File: src/rtl/core/bblp_pkg.sv
// Shared constants and types of the busy bucket load predictor.
`default_nettype none

package bblp_pkg;

  // Defaults for the top-level parameters.
  localparam int unsigned BUCKET_COUNT_DEF  = 10;
  localparam int unsigned HISTORY_DEPTH_DEF = 5;

  // Field and datapath widths.
  localparam int unsigned WORD_W = 32;
  localparam int unsigned CNT_W  = 8;
  localparam int unsigned BIDX_W = 4;
  localparam int unsigned OPA_W  = 33;
  localparam int unsigned OPB_W  = 5;
  localparam int unsigned PROD_W = OPA_W + OPB_W;

  // Constant divider: dividend width and quotient bits retired per cycle.
  localparam int unsigned DIV_W    = 40;
  localparam int unsigned DIV_STEP = 4;

  // Configuration register indexes.
  localparam int unsigned CFG_IDX_W = 2;
  localparam logic [CFG_IDX_W-1:0] REG_WINDOW_SIZE    = 2'd0;
  localparam logic [CFG_IDX_W-1:0] REG_PREDICT_ENABLE = 2'd1;
  localparam logic [CFG_IDX_W-1:0] REG_MAX_RUNTIME    = 2'd2;

  localparam logic [WORD_W-1:0] WINDOW_SIZE_RST = 32'd16000000;
  localparam logic [WORD_W-1:0] MAX_RUNTIME_RST = 32'd16000000;

  // Bucket count update steps.
  localparam logic [CNT_W-1:0] CNT_STEP_UP         = 8'd8;
  localparam logic [CNT_W-1:0] CNT_STEP_UP_FAST    = 8'd16;
  localparam logic [CNT_W-1:0] CNT_STEADY_LVL      = 8'd16;
  localparam logic [CNT_W-1:0] CNT_STEP_DOWN       = 8'd2;
  localparam logic [CNT_W-1:0] CNT_STEP_DOWN_FIRST = 8'd1;
  localparam logic [CNT_W-1:0] CNT_MAX             = 8'd255;

  typedef struct packed {
    logic [OPA_W-1:0] a;
    logic [OPB_W-1:0] b;
  } mul_req_t;

  typedef struct packed {
    logic             start;
    logic [DIV_W-1:0] dividend;
  } div_req_t;

  typedef struct packed {
    logic              done;
    logic [WORD_W-1:0] quotient;
  } div_rsp_t;

endpackage

`default_nettype wire

File: src/rtl/core/bblp_mul.sv
// Shared multiplier of the predictor: one small-by-wide product per cycle, registered.
`default_nettype none

module bblp_mul (
  input  logic                            clk_i,
  input  bblp_pkg::mul_req_t              req_i,
  output logic [bblp_pkg::PROD_W-1:0]     prod_o
);

  localparam int unsigned PW = bblp_pkg::PROD_W;

  logic [PW-1:0] prod_q;

  always_ff @(posedge clk_i) begin
    prod_q <= PW'(req_i.a) * PW'(req_i.b);
  end

  assign prod_o = prod_q;

endmodule

`default_nettype wire

File: src/rtl/core/bblp_cdiv.sv
// Restoring divider by a constant, retiring a few quotient bits per cycle.
`default_nettype none

module bblp_cdiv #(
  parameter int unsigned DIVISOR = bblp_pkg::BUCKET_COUNT_DEF
) (
  input  logic               clk_i,
  input  logic               rst_ni,
  input  bblp_pkg::div_req_t req_i,
  output bblp_pkg::div_rsp_t rsp_o
);

  localparam int unsigned DW    = bblp_pkg::DIV_W;
  localparam int unsigned SW    = bblp_pkg::DIV_STEP;
  localparam int unsigned NSTEP = DW / SW;
  localparam int unsigned CW    = $clog2(NSTEP + 1);
  localparam int unsigned RW    = $clog2(DIVISOR);
  localparam int unsigned TW    = RW + 1;
  localparam logic [TW-1:0] DIV_T = TW'(DIVISOR);

  logic [DW-1:0] num_q, num_d;
  logic [DW-1:0] quo_q, quo_d;
  logic [RW-1:0] rem_q, rem_d;
  logic [CW-1:0] cnt_q;
  logic          run_q;
  logic          done_q;

  always_comb begin
    logic [TW-1:0] trial;
    num_d = num_q;
    quo_d = quo_q;
    rem_d = rem_q;
    trial = '0;
    for (int s = 0; s < SW; s++) begin
      trial = {rem_d, num_d[DW-1]};
      num_d = {num_d[DW-2:0], 1'b0};
      if (trial >= DIV_T) begin
        trial = trial - DIV_T;
        quo_d = {quo_d[DW-2:0], 1'b1};
      end else begin
        quo_d = {quo_d[DW-2:0], 1'b0};
      end
      rem_d = trial[RW-1:0];
    end
  end

  always_ff @(posedge clk_i or negedge rst_ni) begin
    if (!rst_ni) begin
      run_q  <= 1'b0;
      done_q <= 1'b0;
      cnt_q  <= '0;
    end else begin
      done_q <= 1'b0;
      if (req_i.start) begin
        run_q <= 1'b1;
        cnt_q <= CW'(NSTEP);
      end else if (run_q) begin
        cnt_q <= cnt_q - CW'(1);
        if (cnt_q == CW'(1)) begin
          run_q  <= 1'b0;
          done_q <= 1'b1;
        end
      end
    end
  end

  always_ff @(posedge clk_i) begin
    if (req_i.start) begin
      num_q <= req_i.dividend;
      quo_q <= '0;
      rem_q <= '0;
    end else if (run_q) begin
      num_q <= num_d;
      quo_q <= quo_d;
      rem_q <= rem_d;
    end
  end

  assign rsp_o.done     = done_q;
  assign rsp_o.quotient = quo_q[bblp_pkg::WORD_W-1:0];

endmodule

`default_nettype wire

File: src/rtl/core/busy_bucket_load_predictor_unit.sv
// Top level of the busy bucket load predictor: sequencer, stores and result port.
//
//   channel   handshake                 payload
//   -------   -----------------------   ----------------------------------------------
//   command   start / busy              runtime_i, window_rollover_i, new_task_i
//   result    done_o (one-cycle pulse)  prediction_o, prediction_changed_o,
//                                       prediction_delta_o, bucket_index_o
//   config    cfg_valid_i / cfg_ready_o cfg_index_i, cfg_data_i
//
// A beat that leaves the state untouched goes from the idle state straight to S_FIN. In a full
// prediction every product goes through the one registered multiplier (a multiply state and
// a compare state per bucket edge test and per history entry), the bucket scan and count
// update visit one bucket per cycle, and a bin midpoint costs two passes of the
// 4-bit-per-cycle constant divider.
// Reset clears the bucket counts, history and prediction at once; no clearing pass.
// The receiver cannot stall results; busy stays high until the result beat is out.
`default_nettype none

module busy_bucket_load_predictor_unit #(
  parameter int unsigned BUCKET_COUNT  = bblp_pkg::BUCKET_COUNT_DEF,
  parameter int unsigned HISTORY_DEPTH = bblp_pkg::HISTORY_DEPTH_DEF
) (
  input  logic                                 clk_i,
  input  logic                                 rst_ni,
  input  logic                                 start,
  output logic                                 busy,
  input  logic [bblp_pkg::WORD_W-1:0]          runtime_i,
  input  logic                                 window_rollover_i,
  input  logic                                 new_task_i,
  output logic                                 done_o,
  output logic [bblp_pkg::WORD_W-1:0]          prediction_o,
  output logic                                 prediction_changed_o,
  output logic signed [bblp_pkg::WORD_W:0]     prediction_delta_o,
  output logic [bblp_pkg::BIDX_W-1:0]          bucket_index_o,
  input  logic                                 cfg_valid_i,
  output logic                                 cfg_ready_o,
  input  logic [bblp_pkg::CFG_IDX_W-1:0]       cfg_index_i,
  input  logic [bblp_pkg::WORD_W-1:0]          cfg_data_i
);

  localparam int unsigned WW  = bblp_pkg::WORD_W;
  localparam int unsigned CW  = bblp_pkg::CNT_W;
  localparam int unsigned PW  = bblp_pkg::PROD_W;
  localparam int unsigned AW  = bblp_pkg::OPA_W;
  localparam int unsigned BW  = bblp_pkg::OPB_W;
  localparam int unsigned DW  = bblp_pkg::DIV_W;
  localparam int unsigned BIW = $clog2(BUCKET_COUNT);
  localparam int unsigned SCW = BIW + 1;
  localparam int unsigned HIW = (HISTORY_DEPTH > 1) ? $clog2(HISTORY_DEPTH) : 1;

  localparam logic [BW-1:0]  BC_B   = BW'(BUCKET_COUNT);
  localparam logic [SCW-1:0] BC_SC  = SCW'(BUCKET_COUNT);
  localparam logic [SCW-1:0] LAST_K = SCW'(BUCKET_COUNT - 1);
  localparam logic [BIW-1:0] LAST_B = BIW'(BUCKET_COUNT - 1);
  localparam logic [HIW-1:0] LAST_H = HIW'(HISTORY_DEPTH - 1);

  localparam logic [4:0] S_IDLE    = 5'd0;
  localparam logic [4:0] S_RTBC    = 5'd1;
  localparam logic [4:0] S_MAP_MUL = 5'd2;
  localparam logic [4:0] S_MAP_CMP = 5'd3;
  localparam logic [4:0] S_SCAN    = 5'd4;
  localparam logic [4:0] S_LO_MUL  = 5'd5;
  localparam logic [4:0] S_HI_MUL  = 5'd6;
  localparam logic [4:0] S_HI_SAV  = 5'd7;
  localparam logic [4:0] S_H_MUL   = 5'd8;
  localparam logic [4:0] S_H_CMP   = 5'd9;
  localparam logic [4:0] S_RT_MUL  = 5'd10;
  localparam logic [4:0] S_RT_CMP  = 5'd11;
  localparam logic [4:0] S_DIV_LO  = 5'd12;
  localparam logic [4:0] S_DIV_HI  = 5'd13;
  localparam logic [4:0] S_CLAMP   = 5'd14;
  localparam logic [4:0] S_UPD     = 5'd15;
  localparam logic [4:0] S_FIN     = 5'd16;

  function automatic logic [CW-1:0] cnt_hit(input logic [CW-1:0] b);
    logic [CW-1:0] inc;
    inc = (b >= bblp_pkg::CNT_STEADY_LVL) ? bblp_pkg::CNT_STEP_UP_FAST : bblp_pkg::CNT_STEP_UP;
    cnt_hit = (b > (bblp_pkg::CNT_MAX - inc)) ? bblp_pkg::CNT_MAX : b + inc;
  endfunction

  function automatic logic [CW-1:0] cnt_decay(input logic [CW-1:0] b, input logic big);
    logic [CW-1:0] dec;
    dec = big ? bblp_pkg::CNT_STEP_DOWN : bblp_pkg::CNT_STEP_DOWN_FIRST;
    cnt_decay = (b > dec) ? b - dec : '0;
  endfunction

  logic [4:0]     st_q;
  logic [WW-1:0]  win_q;
  logic           en_q;
  logic [WW-1:0]  max_q;
  logic [CW-1:0]  cnt_q [BUCKET_COUNT];
  logic [WW-1:0]  hist_q [HISTORY_DEPTH];
  logic [WW-1:0]  pred_q;

  logic [WW-1:0]  rt_q;
  logic           roll_q;
  logic           new_q;
  logic [WW-1:0]  old_q;
  logic [WW-1:0]  newp_q;
  logic [WW-1:0]  ret_q;
  logic           chg_q;
  logic [BIW-1:0] bidx_q;
  logic [SCW-1:0] k_q;
  logic [BIW-1:0] pick_q;
  logic [HIW-1:0] j_q;
  logic [BIW-1:0] ui_q;
  logic           dec2_q;
  logic [PW-1:0]  rtbc_q;
  logic [PW-1:0]  xlo_q;
  logic [PW-1:0]  xhi_q;
  logic [WW-1:0]  dlo_q;

  logic                done_q;
  logic [WW-1:0]       out_pred_q;
  logic                out_chg_q;
  logic signed [WW:0]  out_delta_q;
  logic [BIW-1:0]      out_bidx_q;

  bblp_pkg::mul_req_t mul_req;
  logic [PW-1:0]      prod;
  bblp_pkg::div_req_t div_req;
  bblp_pkg::div_rsp_t div_rsp;

  logic           map_pass;
  logic [BIW-1:0] map_cnt;
  logic [BIW-1:0] map_final;
  logic [CW-1:0]  cnt_sel;
  logic [CW-1:0]  upd_sel;
  logic [WW-1:0]  hist_sel;
  logic           h_hit;
  logic [WW:0]    mid_sum;
  logic [WW-1:0]  clamp_val;
  logic [BW-1:0]  pick_lo;
  logic [BW-1:0]  pick_hi;

  assign busy        = (st_q != S_IDLE);
  assign cfg_ready_o = 1'b1;

  assign hist_sel  = hist_q[j_q];
  assign cnt_sel   = cnt_q[k_q[BIW-1:0]];
  assign upd_sel   = cnt_q[ui_q];
  assign map_pass  = (prod <= rtbc_q);
  assign map_cnt   = map_pass ? k_q[BIW-1:0] : bidx_q;
  assign map_final = (map_cnt == '0) ? BIW'(1) : map_cnt;
  assign h_hit     = (xlo_q < prod) && (prod <= xhi_q);
  assign mid_sum   = {1'b0, dlo_q} + {1'b0, div_rsp.quotient};
  assign clamp_val = (ret_q > max_q) ? max_q : ret_q;

  // The two lowest buckets share one range that starts at zero.
  assign pick_lo = (pick_q < BIW'(2)) ? '0 : BW'(pick_q);
  assign pick_hi = (pick_q < BIW'(2)) ? BW'(2) : BW'(pick_q) + BW'(1);

  // Bucket edges are never divided out for the range tests: h lies in
  // [floor(X/N), floor(Y/N)) exactly when X < (h+1)*N <= Y.
  always_comb begin
    mul_req = '0;
    case (st_q)
      S_RTBC: begin
        mul_req.a = AW'(rt_q);
        mul_req.b = BC_B;
      end
      S_MAP_MUL: begin
        mul_req.a = AW'(win_q);
        mul_req.b = BW'(k_q);
      end
      S_LO_MUL: begin
        mul_req.a = AW'(win_q);
        mul_req.b = pick_lo;
      end
      S_HI_MUL: begin
        mul_req.a = AW'(win_q);
        mul_req.b = pick_hi;
      end
      S_H_MUL: begin
        mul_req.a = AW'(hist_sel) + AW'(1);
        mul_req.b = BC_B;
      end
      S_RT_MUL: begin
        mul_req.a = AW'(rt_q) + AW'(1);
        mul_req.b = BC_B;
      end
      default: begin
        mul_req = '0;
      end
    endcase
  end

  always_comb begin
    div_req.start    = ((st_q == S_RT_CMP) && (prod <= xlo_q)) ||
                       ((st_q == S_DIV_LO) && div_rsp.done);
    div_req.dividend = (st_q == S_RT_CMP) ? DW'(xlo_q) : DW'(xhi_q);
  end

  bblp_mul u_mul (
    .clk_i  (clk_i),
    .req_i  (mul_req),
    .prod_o (prod)
  );

  bblp_cdiv #(
    .DIVISOR (BUCKET_COUNT)
  ) u_cdiv (
    .clk_i  (clk_i),
    .rst_ni (rst_ni),
    .req_i  (div_req),
    .rsp_o  (div_rsp)
  );

  always_ff @(posedge clk_i or negedge rst_ni) begin
    if (!rst_ni) begin
      st_q        <= S_IDLE;
      win_q       <= bblp_pkg::WINDOW_SIZE_RST;
      en_q        <= 1'b0;
      max_q       <= bblp_pkg::MAX_RUNTIME_RST;
      for (int i = 0; i < BUCKET_COUNT; i++) cnt_q[i] <= '0;
      for (int i = 0; i < HISTORY_DEPTH; i++) hist_q[i] <= '0;
      pred_q      <= '0;
      rt_q        <= '0;
      roll_q      <= 1'b0;
      new_q       <= 1'b0;
      old_q       <= '0;
      newp_q      <= '0;
      ret_q       <= '0;
      chg_q       <= 1'b0;
      bidx_q      <= '0;
      k_q         <= '0;
      pick_q      <= '0;
      j_q         <= '0;
      ui_q        <= '0;
      dec2_q      <= 1'b0;
      rtbc_q      <= '0;
      xlo_q       <= '0;
      xhi_q       <= '0;
      dlo_q       <= '0;
      done_q      <= 1'b0;
      out_pred_q  <= '0;
      out_chg_q   <= 1'b0;
      out_delta_q <= '0;
      out_bidx_q  <= '0;
    end else begin
      done_q <= 1'b0;

      if (cfg_valid_i && cfg_ready_o) begin
        case (cfg_index_i)
          bblp_pkg::REG_WINDOW_SIZE:    win_q <= cfg_data_i;
          bblp_pkg::REG_PREDICT_ENABLE: en_q  <= cfg_data_i[0];
          bblp_pkg::REG_MAX_RUNTIME:    max_q <= cfg_data_i;
          default: ;
        endcase
      end

      case (st_q)
        S_IDLE: begin
          if (start) begin
            rt_q   <= runtime_i;
            roll_q <= window_rollover_i;
            new_q  <= new_task_i;
            old_q  <= pred_q;
            if (!window_rollover_i && ((runtime_i <= pred_q) || !en_q)) begin
              newp_q <= pred_q;
              chg_q  <= 1'b0;
              bidx_q <= '0;
              st_q   <= S_FIN;
            end else begin
              chg_q <= 1'b1;
              if (window_rollover_i) begin
                hist_q[0] <= runtime_i;
                for (int i = 1; i < HISTORY_DEPTH; i++) hist_q[i] <= hist_q[i-1];
              end
              if (!en_q) begin
                bidx_q <= BIW'(1);
                ret_q  <= runtime_i;
                st_q   <= S_CLAMP;
              end else begin
                st_q <= S_RTBC;
              end
            end
          end
        end
        S_RTBC: begin
          k_q    <= SCW'(1);
          bidx_q <= '0;
          st_q   <= S_MAP_MUL;
        end
        S_MAP_MUL: begin
          // On the first pass the product register still holds runtime * N.
          if (k_q == SCW'(1)) rtbc_q <= prod;
          st_q <= S_MAP_CMP;
        end
        S_MAP_CMP: begin
          if (map_pass && (k_q != LAST_K)) begin
            bidx_q <= k_q[BIW-1:0];
            k_q    <= k_q + SCW'(1);
            st_q   <= S_MAP_MUL;
          end else begin
            bidx_q <= map_final;
            k_q    <= SCW'(map_final);
            if (new_q) begin
              ret_q <= rt_q;
              st_q  <= S_CLAMP;
            end else begin
              st_q <= S_SCAN;
            end
          end
        end
        S_SCAN: begin
          if (k_q == BC_SC) begin
            ret_q <= rt_q;
            st_q  <= S_CLAMP;
          end else if (cnt_sel != '0) begin
            pick_q <= k_q[BIW-1:0];
            st_q   <= S_LO_MUL;
          end else begin
            k_q <= k_q + SCW'(1);
          end
        end
        S_LO_MUL: begin
          st_q <= S_HI_MUL;
        end
        S_HI_MUL: begin
          xlo_q <= prod;
          st_q  <= S_HI_SAV;
        end
        S_HI_SAV: begin
          xhi_q <= prod;
          j_q   <= '0;
          st_q  <= S_H_MUL;
        end
        S_H_MUL: begin
          st_q <= S_H_CMP;
        end
        S_H_CMP: begin
          if (h_hit) begin
            ret_q <= (hist_sel < rt_q) ? rt_q : hist_sel;
            st_q  <= S_CLAMP;
          end else if (j_q == LAST_H) begin
            st_q <= S_RT_MUL;
          end else begin
            j_q  <= j_q + HIW'(1);
            st_q <= S_H_MUL;
          end
        end
        S_RT_MUL: begin
          st_q <= S_RT_CMP;
        end
        S_RT_CMP: begin
          // Runtime below the range start: fall back to the bin midpoint.
          if (prod <= xlo_q) begin
            st_q <= S_DIV_LO;
          end else begin
            ret_q <= rt_q;
            st_q  <= S_CLAMP;
          end
        end
        S_DIV_LO: begin
          if (div_rsp.done) begin
            dlo_q <= div_rsp.quotient;
            st_q  <= S_DIV_HI;
          end
        end
        S_DIV_HI: begin
          if (div_rsp.done) begin
            ret_q <= mid_sum[WW:1];
            st_q  <= S_CLAMP;
          end
        end
        S_CLAMP: begin
          newp_q <= clamp_val;
          if (roll_q && en_q) begin
            ui_q   <= LAST_B;
            dec2_q <= 1'b0;
            st_q   <= S_UPD;
          end else begin
            st_q <= S_FIN;
          end
        end
        S_UPD: begin
          // Walk from the top bucket down; the first decayed bucket loses less.
          if (ui_q == bidx_q) begin
            cnt_q[ui_q] <= cnt_hit(upd_sel);
          end else if (upd_sel != '0) begin
            cnt_q[ui_q] <= cnt_decay(upd_sel, dec2_q);
            dec2_q      <= 1'b1;
          end
          if (ui_q == '0) begin
            st_q <= S_FIN;
          end else begin
            ui_q <= ui_q - BIW'(1);
          end
        end
        S_FIN: begin
          pred_q      <= newp_q;
          done_q      <= 1'b1;
          out_pred_q  <= newp_q;
          out_chg_q   <= chg_q;
          out_delta_q <= $signed({1'b0, newp_q}) - $signed({1'b0, old_q});
          out_bidx_q  <= bidx_q;
          st_q        <= S_IDLE;
        end
        default: begin
          st_q <= S_IDLE;
        end
      endcase
    end
  end

  assign done_o               = done_q;
  assign prediction_o         = out_pred_q;
  assign prediction_changed_o = out_chg_q;
  assign prediction_delta_o   = out_delta_q;
  assign bucket_index_o       = bblp_pkg::BIDX_W'(out_bidx_q);

  a_accept_busy: assert property (@(posedge clk_i) disable iff (!rst_ni)
    (start && !busy) |=> busy)
    else $error("accepted command did not raise busy");

  a_done_ends_busy: assert property (@(posedge clk_i) disable iff (!rst_ni)
    done_o |-> (!busy && $past(busy)))
    else $error("result beat not at the end of a busy period");

  a_pred_clamped: assert property (@(posedge clk_i) disable iff (!rst_ni)
    (done_o && prediction_changed_o) |-> (prediction_o <= max_q))
    else $error("stored prediction above max runtime");

  a_div_in_seq: assert property (@(posedge clk_i) disable iff (!rst_ni)
    div_rsp.done |-> ((st_q == S_DIV_LO) || (st_q == S_DIV_HI)))
    else $error("divider finished outside a midpoint step");

endmodule

`default_nettype wire

File: config.mk
export PLATFORM = sky130hd
export DESIGN_NAME = busy_bucket_load_predictor_unit
export DESIGN_NICKNAME = d
export VERILOG_FILES = /design/src/rtl/core/bblp_pkg.sv /design/src/rtl/core/bblp_mul.sv /design/src/rtl/core/bblp_cdiv.sv /design/src/rtl/core/busy_bucket_load_predictor_unit.sv
export SDC_FILE = /design/constraint.sdc
export NUM_CORES = 2
export LEC_CHECK = 0
export BUFFER_PORTS_ARGS = -buffer_cell sky130_fd_sc_hd__buf_4
export CORE_ASPECT_RATIO = 1.1
export CORE_MARGIN = 5
export CORE_UTILIZATION = 58
export DETAILED_ROUTE_END_ITERATION = 6
export PLACE_DENSITY = 0.78
export SLEW_MARGIN = 20
export SYNTH_ARGS = -nofsm -noshare
export SYNTH_HDL_FRONTEND = slang
export SYNTH_SLANG_ARGS = --single-unit
export TNS_END_PERCENT = 100
File: constraint.sdc
create_clock -name clk_i -period 6.7 [get_ports clk_i]
set_clock_uncertainty 0.2 [all_clocks]
set_input_delay 1.005 -clock clk_i [delete_from_list [all_inputs] [get_ports clk_i]]
set_output_delay 1.005 -clock clk_i [all_outputs]
set_load 0.005 [all_outputs]
* After elaboration in Yosys (flattened, before gate mapping)
Index checks and enable logic that the tools add are counted.
** Storage, ports and cells
- Register bits after elaboration :: 799
- Latch bits :: 0
- RAM bits :: 0
- Memory bits (read-only) :: 0
- Input port bits :: 72
- Memories kept :: 0
** Cells by class
- $add $sub $neg :: 16
- $mul :: 1
- Divide/modulo/power cells :: 0
- Order comparisons :: 19
- Equal/unequal tests :: 46
- Shift operators :: 0
- Multiplexer cells :: 94
- Bitwise operators :: 5
- Reduce and logical (&&, ||, !) cells :: 43
** Operators by type and width (number)
- $mux W32 :: 15
- $pmux W38 S6 :: 1
- $pmux W32 S6 :: 1
- $bwmux W80 :: 2
- $mux W80 :: 2
- $le A38 B38 Y1 :: 3
- $bmux W32 S3 :: 1
- $mux W40 :: 2
- $pmux W5 S16 :: 1
- $mux W4 :: 18
- $add A32 B1 Y33 const B :: 2
- $mux W5 :: 13
- $bmux W8 S4 :: 2
- $pmux W32 S2 :: 1
- $mux W8 :: 7
- $eq A5 B4 Y1 const B :: 9
- $lt A38 B38 Y1 :: 1
- $mul A33 B5 Y38 :: 1
- $mux W38 :: 1
- $ne A2 B2 Y1 const B :: 18
- $add A32 B32 Y33 :: 1
- $sub A32 B32 Y33 :: 1
- $demux W8 S4 :: 1
- $gt A32 B32 Y1 :: 1
- 57 further kinds :: 119

* Longest topological paths before layout
- Depth in word-level cells :: 11
- Gate-level depth with buffers :: 34

* By module
A second synthesis with hierarchy kept.
** Second synthesis, totals
- Cell total of the unflattened synthesis :: 4918
- Area, all modules :: 50383.3 um2
** By module, submodules not included
- busy_bucket_load_predictor_unit :: instances 1, cells each 3822, area an instance 40075.9 um2
- bblp_mul :: instances 1, cells each 730, area an instance 6202.2 um2
- bblp_cdiv :: instances 1, cells each 366, area an instance 4105.2 um2

* Worst setup path after synthesis
No wires, ideal clock.
- Path type :: reg2reg
- From :: register j_q[0]
- To :: register u_mul.prod_q[37] (netlist: u_mul.prod_o[37])
- Library setup time :: 0.072 ns
- Arrival :: 6.920 ns
- Required time :: 6.428 ns
- Setup slack :: -0.492 ns
- Cell stages (with the launch flop) :: 33
- Period minus slack after synthesis :: 7.192 ns
- Path through :: dfrtp_1 buf_6 buf_4 buf_4 buf_2 mux2_2 nand2_1 o22ai_1 nor2_1 a21oi_1 ha_1 o21ai_0 a21oi_1 inv_1 nor4_1 xnor2_1 a222oi_1 nor2_1 fa_1 fa_1 inv_1 fa_1 inv_1 ha_1 a211o_1 o31ai_1 and3b_1 nor2_1 a222oi_1 a31oi_1 a41o_1 a21oi_1 xnor2_1
** On the way
- Word-level cells in the longest chain between the ends :: 7
** RTL lines
- start: declaration :: RTL line busy_bucket_load_predictor_unit.sv:105 : logic [HIW-1:0] j_q;
- start signal: assignment :: RTL line busy_bucket_load_predictor_unit.sv:339 : j_q <= j_q + HIW'(1);
- $not A3 Y4 (not written as such) :: RTL line busy_bucket_load_predictor_unit.sv:139 : assign hist_sel = hist_q[j_q];
- $bmux W32 S3 :: RTL line busy_bucket_load_predictor_unit.sv:139
- $mux W32 (not written as such) (2 in series) :: RTL line busy_bucket_load_predictor_unit.sv:139
- $add A32 B1 Y33 :: RTL line busy_bucket_load_predictor_unit.sv:175 : mul_req.a = AW'(hist_sel) + AW'(1);
- $pmux W38 S6 :: RTL line busy_bucket_load_predictor_unit.sv:157 : case (st_q)
- $mul A33 B5 Y38 :: RTL line bblp_mul.sv:15 : prod_q <= PW'(req_i.a) * PW'(req_i.b);
- end signal: assignment :: RTL line bblp_mul.sv:15
- end: declaration :: RTL line bblp_mul.sv:12 : logic [PW-1:0] prod_q;
Every way passes these cells. The select of a mux whose other input is x is not followed.
A chain may end at the register's enable or synchronous reset.

* Worst setup path after layout
- From :: register j_q[0]
- To :: register u_mul.prod_q[27] (netlist: u_mul.prod_o[27])
Same word-level chain as after synthesis.

==> results.cfg <==
[synth]
synthSimpleGateAreaFrac_pct = 11.7
syn_inst = 4976
yosysMostFrequentCell = dfrtp_1
yosys_warnings = 0
synth_edf_count = 40
synth_largest_area_cell = dfrtp_1
synth_compound_area_share_pct = 15.7
synthAdderAreaFrac_pct = 12.6
synth_top_family_by_area = compound AO/OA/AOI/OAI gates
syn_avg_cell_area_um2 = 9.85
synth_top_area_share_pct = 34.3
yosysUniqueCellTypes = 114
synth_ff_type = dfrtp_1
synth_area_leaders = dfrtp_1, ha_1, mux2_2, fa_1, nand2_1
synth_seq_area_share_pct = 40.5
muxShareOfSynthArea_pct = 12.2
synth_area_mm2 = 0.0490
async_reset_ff_share_pct = 85.7
synth_xor_area_share_pct = 2.07
ys_seq_elements = 799
synth_common_cells = dfrtp_1, nand2_1, inv_1

[place]
gp_congestion = 0.948
dp_hpwl_um = 102000
portBuffers = 143
placed_cell_area_mm2 = 0.0526

[global_route]
grtUsageTotal_pct = 30.3
overflow = 0
antenna_found_initial = 3
grt_pass1_wl_um = 219000
grt_max_degree = 165
grt_pass1_vias = 39456

[sta]
finalHoldViolCount = 0
setup_ws_ns = -0.167
max_freq_ghz = 0.146
slew_headroom_pct = 24.9
final_max_slew_viol_count = 0
fin_crit_ns = 6.87
rsz0062_at_grt = true
worst_slew_pin_slew_ns = 1.13
setup_violations = 9
fin_crit_sh_pct = 102

[floorplanning]
dieHeight_um = 315
start_util_pct = 58.6
core_area_mm2 = 0.0836
core.rowCount = 111
io_pins = 145
dieArea_mm2 = 0.0904
die_w_um = 287

[clock_tree]
clk_pin_slew_ns = 0.06
ctsLongestPathBuffers = 3
cts-hold-fix-buffers = 0
numCtsBuffers = 84
cts_num_sinks = 799
cts_tree = built
root_buffer = clkbuf_16
worst_skew_pair.late_latency_ns = 0.65
htree_levels = 3

[worst_setup_path]
worst_path_max_delay_cell = fa_1
critPathLaunchType = flip-flop
cp_max_fo = 6
cp.arrival_ns = 7.19
slowest_delay_ns = 0.56
cpMostUsedCell = buf_6
endpoint_kind = flip-flop
crit_type = flip-flop to flip-flop
crit_required_ns = 7.02

[final_layout]
stdcell_area_mm2 = 0.0565
drive_above_1_share_pct = 22.0
areaGrowthSynthToFinish_pct = 15.3
postLayoutCoreUtil_pct = 67.6
final_nets = 5756
antenna_cells = 0

[power_and_ir_drop]
p_int_w = 0.0147
p_leak_nw = 26.1
power_density_mw_per_mm2 = 457
seqPwrFrac_pct = 30.1
p_comb_share_pct = 50.9
clock_power_share_pct = 19.0
swShare_pct = 43.0
peakVddDrop_uv = 337
p_sw_w = 0.0111

[detailed_routing]
firstDrtPassIters = 6
drcViolationCount = 0
drt-vias-per-instance = 6.12
postRouteAntennaNets = 0
drtIter0Drc = 3646
routed-via-count = 39471
avgRoutedWirePerCell_um = 21.6
wl_um = 139000

[outcome]
violations = negative setup slack
status = complete, but fails checks

[hold_path]
hp-class = input pin to async pin

[run]
drv_cap = 0
-- placed cells by master (no fill, tap or decap), types with 35 or more instances in the layout --
cell type and n:
mux2_2 348, xnor2_1 70, mux2i_1 108, nor2_1 342
dfrtp_1 669, dfxtp_1 74, o21ai_1 43, fa_1 92
nor4_1 37, clkbuf_16 88, a21oi_1 233, o21ai_0 344
nand3_1 66, a31oi_1 66, a211oi_1 62, ha_1 319
mux4_2 39, inv_1 400, a21o_1 90, xor2_1 41
nand4_1 53, o21a_1 35, buf_4 382, edfxtp_1 40
nand2_1 509
-- per-stage QoR --
step | setup TNS, ns | power [W] | worst slack, ns | instances | hold slack [ns]
after floorplan | -0.0122 | 0.0157 | -0.0122 | 4978 | 0.239
after global placement | -1.67 | 0.0199 | -0.228 | 6263 | 0.266
after detailed placement | -3.68 | 0.0203 | -0.429 | 6263 | 0.272
after CTS | -0.227 | 0.0254 | -0.0529 | 6424 | 0.206
after global routing | -4.59 | 0.0275 | -0.456 | 6447 | 0.247
final | -0.719 | 0.0258 | -0.167 | 6447 | 0.196
-- flip-flops by register name, summed over array words and instances (netlist names), 5 cells and up --
register / flops
hist_q: 160
cnt_q: 80
u_cdiv.num_q: 40
rtbc_q: 38
u_mul.prod_o: 38
xhi_q: 38
xlo_q: 38
prediction_delta_o: 33
dlo_q: 32
max_q: 32
newp_q: 32
old_q: 32
prediction_o: 32
ret_q: 32
rt_q: 32
u_cdiv.quo_q: 32
win_q: 32
k_q: 5
st_q: 5
-- cell families (layout without fill, tap and decap cells) --
family / Yosys count / in the layout
other: 2 / 4
multiplexers: 504 / 504
XOR/XNOR: 115 / 115
flip-flops: 799 / 799
adder cells (fa/ha/maj): 435 / 435
AND/OR/NAND/NOR: 1262 / 1262
buffers and inverters: 654 / 993
AO/OA/AOI/OAI: 1205 / 1205
-- path summary, 6_finish.rpt --
kind                                               startpoint                                 end  slack (ns)  depth (start not counted)
min in group clk_i         prediction_delta_o[14]$_DFFE_PN0P_  prediction_delta_o[14]$_DFFE_PN0P_        0.28                          2
setup reg to reg                           j_q[0]$_DFFE_PN0P_            u_mul.prod_o[27]$_DFF_P_       -0.17                         29
hold reg to reg            prediction_delta_o[14]$_DFFE_PN0P_  prediction_delta_o[14]$_DFFE_PN0P_        0.28                          2
setup / recovery                           j_q[0]$_DFFE_PN0P_            u_mul.prod_o[27]$_DFF_P_       -0.17                         29
max in group asynchronous                              rst_ni               rtbc_q[1]$_DFFE_PN0P_        4.51                          2
hold / removal                                         rst_ni  prediction_delta_o[25]$_DFFE_PN0P_        0.20                          1
-- per-layer routing --
layer / vias to the layer above / global-route usage (%) / share of wire (%)
li1: 18188 / - / -
met1: 19384 / 39.1 / 40
met2: 1469 / 49.3 / 47
met3: 424 / 4.91 / 6.7
met4: 6 / 15.9 / 6.4
met5: - / 0 / 0.024
-- power groups by stage --
stage / clock [W] / combinational (W) / sequential (W)
2_1_floorplan: 0 / 0.00858 / 0.00715
3_3_place_gp: 0 / 0.0122 / 0.00772
3_5_place_dp: 0 / 0.0125 / 0.00778
4_1_cts: 0.00495 / 0.0127 / 0.00772
5_1_grt: 0.00517 / 0.0144 / 0.00792
6_report: 0.00490 / 0.0131 / 0.00778
-- timing repair --
item	CTS	global route
setup buffers	7	22
gates resized for setup	17	165
endpoints found under the setup margin	15	21
gates cloned	0	1
hold endpoints to repair	0	0
pin swaps	7	118
-- layout make-up --
class	instances	area [µm²]
multi-input cells	3525	27400
fillers	6289	27100
flip-flops and latches	799	19800
repair buffers	411	3310
clock buffers	119	2430
inverters	428	1610
well taps	1130	1410
clock inverters	35	472
-- worst max-delay path: cells and delay by family, from the launching register on --
kind	cells	cell delay (ns)
xor gates and xnor gates	2	0.24
muxes	1	0.29
and+or+nand+nor	5	0.76
DFF	1	0.47
AOI/OAI and AO/OA	9	1.94
adders and majority gates	4	1.86
buffers and inverters	8	0.99
Note: power is estimated with default switching activity, not from simulation.
